**src/hdl/mt_pkg.sv**
```systemverilog
// Package for the Mersenne Twister generator: command codes, state machine
// states, command and status bundles, and the twist and temper functions.
// No dependencies.
package mt_pkg;

  localparam int unsigned N_WORDS = 624;
  localparam int unsigned M_OFF   = 397;
  localparam int unsigned IDX_W   = 10;
  localparam logic [31:0] TWIST_CONST  = 32'h9908b0df;
  localparam logic [31:0] HI_BIT       = 32'h80000000;
  localparam logic [31:0] LO_BITS      = 32'h7fffffff;
  localparam logic [31:0] INIT_MULT    = 32'd1812433253;
  localparam logic [31:0] DEFAULT_SEED = 32'd5489;
  localparam logic [IDX_W-1:0] IDX_FULL     = 10'd624;
  localparam logic [IDX_W-1:0] IDX_UNSEEDED = 10'd625;

  typedef enum logic [1:0] {
    CMD_DRAW32  = 2'd0,
    CMD_DRAW64  = 2'd1,
    CMD_RANGED  = 2'd2,
    CMD_RESEED  = 2'd3
  } cmd_t;

  typedef enum logic [4:0] {
    ST_IDLE,
    ST_DECODE,
    ST_SEED_MUL,
    ST_SEED_WR,
    ST_TW_RD0,
    ST_TW_RD1,
    ST_TW_RD2,
    ST_TW_WR,
    ST_DRAW_RD,
    ST_DRAW_WAIT,
    ST_DRAW_TEMP,
    ST_MOD_RUN,
    ST_FINISH,
    ST_OUT
  } state_t;

  // Commands from the controller to the datapath.
  typedef struct packed {
    logic load_item;     // capture the input transaction
    logic seed_start;    // write word 0 with the seed source
    logic seed_default;  // seed source is the default seed
    logic seed_mul;      // register the Knuth product for the next word
    logic seed_write;    // write the next seed word, advance counter
    logic tw_rd_cur;     // read word k
    logic tw_rd_nxt;     // read word k+1
    logic tw_rd_far;     // read word k+397
    logic tw_write;      // write twisted word k, advance counter
    logic tw_clear;      // counter to zero
    logic draw_read;     // read word at read index
    logic draw_temper;   // temper the read word and append it
    logic mod_start;     // load the remainder unit
    logic mod_step;      // one remainder step
    logic finish;        // form the result
  } mt_cmd_t;

  // Status from the datapath to the controller.
  typedef struct packed {
    cmd_t cmd;
    logic idx_full;      // read index at 624
    logic idx_unseeded;  // read index above 624
    logic cnt_last;      // counter at the last word
    logic bad_range;     // lower bound above upper bound
    logic span_zero;     // full 64-bit span
    logic span_small;    // span below 2^31
    logic mod_done;      // remainder unit finished
  } mt_stat_t;

  function automatic logic [31:0] twist_one(input logic [31:0] cur,
                                            input logic [31:0] nxt,
                                            input logic [31:0] far);
    logic [31:0] y;
    logic [31:0] r;
    y = (cur & HI_BIT) | (nxt & LO_BITS);
    r = far ^ (y >> 1);
    if (y[0]) begin
      r = r ^ TWIST_CONST;
    end
    return r;
  endfunction

  function automatic logic [31:0] temper(input logic [31:0] x);
    logic [31:0] y;
    y = x ^ (x >> 11);
    y = y ^ ((y << 7) & 32'h9d2c5680);
    y = y ^ ((y << 15) & 32'hefc60000);
    y = y ^ (y >> 18);
    return y;
  endfunction

endpackage

```
**src/hdl/mt_ctrl.sv**
```systemverilog
// Controller state machine of the Mersenne Twister: sequences seeding,
// twisting, word draws, remainder steps and the output handshake.
// Depends on mt_pkg.
module mt_ctrl (
  input  logic             clk,
  input  logic             rst,
  input  logic             in_valid,
  output logic             in_ready,
  output logic             out_valid,
  input  logic             out_ready,
  output mt_pkg::mt_cmd_t  cmd,
  input  mt_pkg::mt_stat_t stat
);
  import mt_pkg::*;

  state_t state, state_next;
  logic [1:0] words_left, words_left_next;
  logic       use_mod, use_mod_next;
  logic       out_full, out_full_next;

  always_ff @(posedge clk) begin
    if (rst) begin
      state      <= ST_IDLE;
      words_left <= '0;
      use_mod    <= 1'b0;
      out_full   <= 1'b0;
    end else begin
      state      <= state_next;
      words_left <= words_left_next;
      use_mod    <= use_mod_next;
      out_full   <= out_full_next;
    end
  end

  // The result register parts the two sides, so a held result does not block input.
  assign in_ready  = (state == ST_IDLE);
  assign out_valid = out_full;

  always_comb begin
    state_next      = state;
    words_left_next = words_left;
    use_mod_next    = use_mod;
    out_full_next   = out_full && !out_ready;
    cmd             = '0;
    unique case (state)
      ST_IDLE: begin
        if (in_valid && in_ready) begin
          cmd.load_item = 1'b1;
          state_next    = ST_DECODE;
        end
      end
      ST_DECODE: begin
        use_mod_next = 1'b0;
        unique case (stat.cmd)
          CMD_RESEED: begin
            cmd.seed_start = 1'b1;
            state_next     = ST_SEED_MUL;
          end
          CMD_DRAW32: begin
            words_left_next = 2'd1;
            state_next      = ST_DRAW_RD;
          end
          CMD_DRAW64: begin
            words_left_next = 2'd2;
            state_next      = ST_DRAW_RD;
          end
          CMD_RANGED: begin
            if (stat.bad_range) begin
              state_next = ST_FINISH;
            end else begin
              // A full 64-bit span takes a 64-bit draw with no reduction.
              words_left_next = (stat.span_small && !stat.span_zero) ? 2'd1 : 2'd2;
              use_mod_next    = !stat.span_zero;
              state_next      = ST_DRAW_RD;
            end
          end
          default: state_next = ST_FINISH;
        endcase
      end
      ST_SEED_MUL: begin
        cmd.seed_mul = 1'b1;
        state_next   = ST_SEED_WR;
      end
      ST_SEED_WR: begin
        cmd.seed_write = 1'b1;
        if (stat.cnt_last) begin
          state_next = (stat.cmd == CMD_RESEED) ? ST_FINISH : ST_DRAW_RD;
          if (stat.cmd != CMD_RESEED) begin
            cmd.tw_clear = 1'b1;
            state_next   = ST_TW_RD0;
          end
        end else begin
          state_next = ST_SEED_MUL;
        end
      end
      ST_TW_RD0: begin
        cmd.tw_rd_cur = 1'b1;
        state_next    = ST_TW_RD1;
      end
      ST_TW_RD1: begin
        cmd.tw_rd_nxt = 1'b1;
        state_next    = ST_TW_RD2;
      end
      ST_TW_RD2: begin
        cmd.tw_rd_far = 1'b1;
        state_next    = ST_TW_WR;
      end
      ST_TW_WR: begin
        cmd.tw_write = 1'b1;
        state_next   = stat.cnt_last ? ST_DRAW_RD : ST_TW_RD0;
      end
      ST_DRAW_RD: begin
        if (stat.idx_unseeded) begin
          cmd.seed_start   = 1'b1;
          cmd.seed_default = 1'b1;
          state_next       = ST_SEED_MUL;
        end else if (stat.idx_full) begin
          cmd.tw_clear = 1'b1;
          state_next   = ST_TW_RD0;
        end else begin
          cmd.draw_read = 1'b1;
          state_next    = ST_DRAW_WAIT;
        end
      end
      ST_DRAW_WAIT: begin
        // Keep the read address so the word is still on the read port.
        cmd.draw_read = 1'b1;
        state_next    = ST_DRAW_TEMP;
      end
      ST_DRAW_TEMP: begin
        cmd.draw_temper = 1'b1;
        words_left_next = words_left - 2'd1;
        if (words_left == 2'd1) begin
          if (use_mod) begin
            state_next = ST_MOD_RUN;
          end else begin
            state_next = ST_FINISH;
          end
        end else begin
          state_next = ST_DRAW_RD;
        end
      end
      ST_MOD_RUN: begin
        cmd.mod_start = 1'b1;
        state_next    = ST_OUT;
        use_mod_next  = 1'b0;
      end
      ST_OUT: begin
        if (stat.mod_done) begin
          state_next = ST_FINISH;
        end else begin
          cmd.mod_step = 1'b1;
        end
      end
      ST_FINISH: begin
        if (!out_full) begin
          cmd.finish    = 1'b1;
          out_full_next = 1'b1;
          state_next    = ST_IDLE;
        end
      end
      default: state_next = ST_IDLE;
    endcase
  end

  // A result stays offered until it is taken.
  assert property (@(posedge clk) disable iff (rst) out_valid && !out_ready |=> out_valid)
    else $error("result dropped before accept");
  // The result register is only written when empty.
  assert property (@(posedge clk) disable iff (rst) cmd.finish |-> !out_full)
    else $error("result overwritten");
  // Each accepted transaction leaves idle.
  assert property (@(posedge clk) disable iff (rst) cmd.load_item |=> state == ST_DECODE)
    else $error("accept without decode");
endmodule

```
**config.mk**
```make
export PLATFORM = sky130hd
export DESIGN_NAME = mt_ctrl
export DESIGN_NICKNAME = d
export VERILOG_FILES = /design/src/hdl/mt_pkg.sv /design/src/hdl/mt_ctrl.sv
export SDC_FILE = /design/constraint.sdc
export NUM_CORES = 1
export LEC_CHECK = 0
export BUFFER_PORTS_ARGS = -buffer_cell sky130_fd_sc_hd__buf_4
export CAP_MARGIN = 20
export CORE_MARGIN = 2
export CORE_UTILIZATION = 53
export DETAILED_ROUTE_END_ITERATION = 8
export HOLD_SLACK_MARGIN = 0.02
export PLACE_DENSITY = 0.83
export SLEW_MARGIN = 20
export SYNTH_ARGS = -nofsm -noshare
export SYNTH_HDL_FRONTEND = slang
export SYNTH_SLANG_ARGS = --single-unit
```
**constraint.sdc**
```tcl
create_clock -name clk -period 3 [get_ports clk]
set_clock_uncertainty 0.2 [all_clocks]
set_input_delay 0.3 -clock clk [delete_from_list [all_inputs] [get_ports clk]]
set_output_delay 0.3 -clock clk [all_outputs]
set_load 0.1 [all_outputs]
```
==> summary.md <==
| Metric | Value |
|---|---|
| Status | completed |
| I/O pin total | 30 |
| Critical path required time | 2500 ps |
| Fin nets | 161 |
| Crit path from | state[0]$_SDFFE_PP0P_ |
| Post-route DRC | 0 |
| Final Max Tran Viols | 0 |
| DP HPWL | 1790 um |
| RSZ-0062 raised after global routing | no |
| Syn_nets | 135 |
| Sequential fraction of the synthesis area | 17.7% |
| Final Hold Viols | 0 |
| Worst Path Arrival | 2060 ps |
| Remaining Overflow, GRT | 0 |
| Synth Warn # | 0 |
| Max cap viols | 0 |
| Clock Pin Slew Worst Setup and Hold Paths | 50 ps |
| Crit share post-route | 85.2% |
| Initial Util | 58.0% |
| CTS H-tree lvls | 1 |
| Vias | 954 |
| Largest net degree at the start of global routing | 25 |
| Seq cells post-synth | 8 |
| Post-CTS setup buffers | 0 |
| Top cell type's share of synthesized area | 17.7% |
| Antenna viol nets, final | 0 |
| Flop pwr share | 22.7% |
| Mapped Cells | 117 |
| Vias in the first global route | 852 |
| Crit. End Element | output port |
| Gr usage total | 24.1% |
| DRT Pass-1 Iters | 4 |
| Async S/R FF share, synth | 0% |
| Worst setup SP type | register |
| CTS buffer count | 3 |
| Top cells by area, synth | dfxtp_1 18%, ha_1 6.9%, nor2_1 5.0%, nand2b_1 4.8%, nand3b_1 4.1% |
| Synth-to-layout area growth | 27.4% |
| 1st-iter DRT viols | 21 |
| IO buf count | 29 |
| Ys flop type | dfxtp_1 |
| Peak supply drop | 0.000793 V |
| Final min period | 2560 ps |
| Die area | 2050 sq um |
| Worst-Margin Slew | 817 ps |
| Gate power share | 70.7% |
| Clk buf depth | 2 |
| Layout cell share with drive strength beyond 1 | 32.6% |
| Unique masters post-synth | 47 |
| Placer Congestion | 0.880 |
| Mapped Area | 905 sq um |
| Initial antenna violation count | 0 |
| Post-synth top area cell | dfxtp_1 |
| Switch share | 61.5% |
| Core box area | 1560 sq um |
| Post-synth EDFFs | 0 |
| Final setup TNS | 0 ps |
| Die Y | 45.3 um |
| Worst r2r src | state[0]$_SDFFE_PP0P_ |
| Avg Synthesized Cell Area | 7.73 sq um |
| Clock power share | 6.6% |
| Setup CP Type | reg2out |
| TritonCTS clock tree | yes |
| Worst-path maximum fanout | 24 |
| Rows | 14 |
| PD cells | 986 nW/um^2 |
| Clk Latency, worst-skew pair | 240 ps |
| Hold WC Path Type | in2reg |
| Die X | 45.3 um |
| Routed len/inst | 14.6 um |
| Antenna cells | 0 |
| DR vias/cell | 6.08 |
| Hold path startpoint | rst |
| Cts hold-fix bufs | 0 |
| Most common cell after layout, fill and taps aside | buf_4 |
| Clk sinks | 8 |
| Leakage power | 0.505 nW |
| Routed wire length | 2290 um |
| Resize count post-CTS | 0 |
| Final setup violation count | 0 |
| Global-route wire length before repair | 3650 um |
| Fmax | 0.391 GHz |
| Psw | 700 uW |
| Slew margin rel. | 45.5% |
| Power Internal | 437 uW |
| Final Util | 73.9% |
| Power, Total | 1.14 mW |
| CTS root buf | clkbuf_4 |
| Most frequent cells in the layout | 30 x buf_4, 12 x nor2_1, 8 x dfxtp_1 |
[synth_stat cells, types with 2 or more instances]
master     n
a21o_1     3
a21oi_1    7
a311oi_1   2
a31oi_1    2
buf_1      2
buf_2      4
dfxtp_1    8
ha_1       5
inv_1      7
nand2_1    5
nand2b_1   7
nand3b_1   5
nand4b_1   2
nor2_1    12
nor2b_1    4
nor3_1     6
o211a_1    2
o21ai_0    4
or3_1      2
[layer usage]
layer	global-route usage (%)	wire length (um)
met3	0	50
met5	0	0
met2	40.6	1150
met1	33.9	1070
met4	7.06	20
[registers in the layout, summed over array words and instances (netlist names)]
name and count:
words_left 2, use_mod 1, state 4, out_valid 1
[metrics by stage]
stage / worst slack [ps] / instances / instance area (sq um) / hold WS [ps]
detailed placement: 699 / 154 / 1130 / 343
finish: 444 / 157 / 1150 / 92.3
global placement: 822 / 154 / 1130 / 308
global route: 338 / 157 / 1150 / 107
floorplan: -264 / 117 / 935 / 292
CTS: 439 / 157 / 1150 / 88.1
[cell type report]
class	count	area [sq um]
multi-input cells	93	698
fillers	113	407
repair buffers	30	225
inverters	7	26.3
flip-flops and latches	8	160
clock buffers	3	22.5
well taps	16	20.0
[worst max-delay path, cell delays in order, from the launching register on]
cell	delay (ps)
dfxtp_1	850
nand2_1	260
o41ai_2	350
buf_4	340
[cell families after synthesis]
| group | Yosys count | synth area share [%] |
|---|---|---|
| DFF | 8 | 17.7 |
| and+or+nand+nor | 54 | 37.1 |
| buffers and inverters | 16 | 8.44 |
| adders and majority gates | 5 | 6.92 |
| AOI/OAI and AO/OA | 34 | 29.9 |
[worst paths after layout]
path	to	slack (ps)	cells past startpoint
worst max-delay path	cmd[5]	440	3
worst min-delay path	state[0]$_SDFFE_PP0P_	90	2
worst max register to register	words_left[0]$_SDFFE_PP0P_	820	4
worst min register to register	words_left[1]$_SDFFE_PP0P_	340	2
[power groups by stage]
stage               logic (mW)  registers, mW  clock network (mW)
global placement         0.791          0.255                   0
global route             0.851          0.269              0.0810
finish                   0.804          0.258              0.0753
detailed placement       0.801          0.257                   0
floorplan                0.759          0.165                   0
CTS                      0.804          0.255              0.0790
Power figures use the tool's default switching activity.
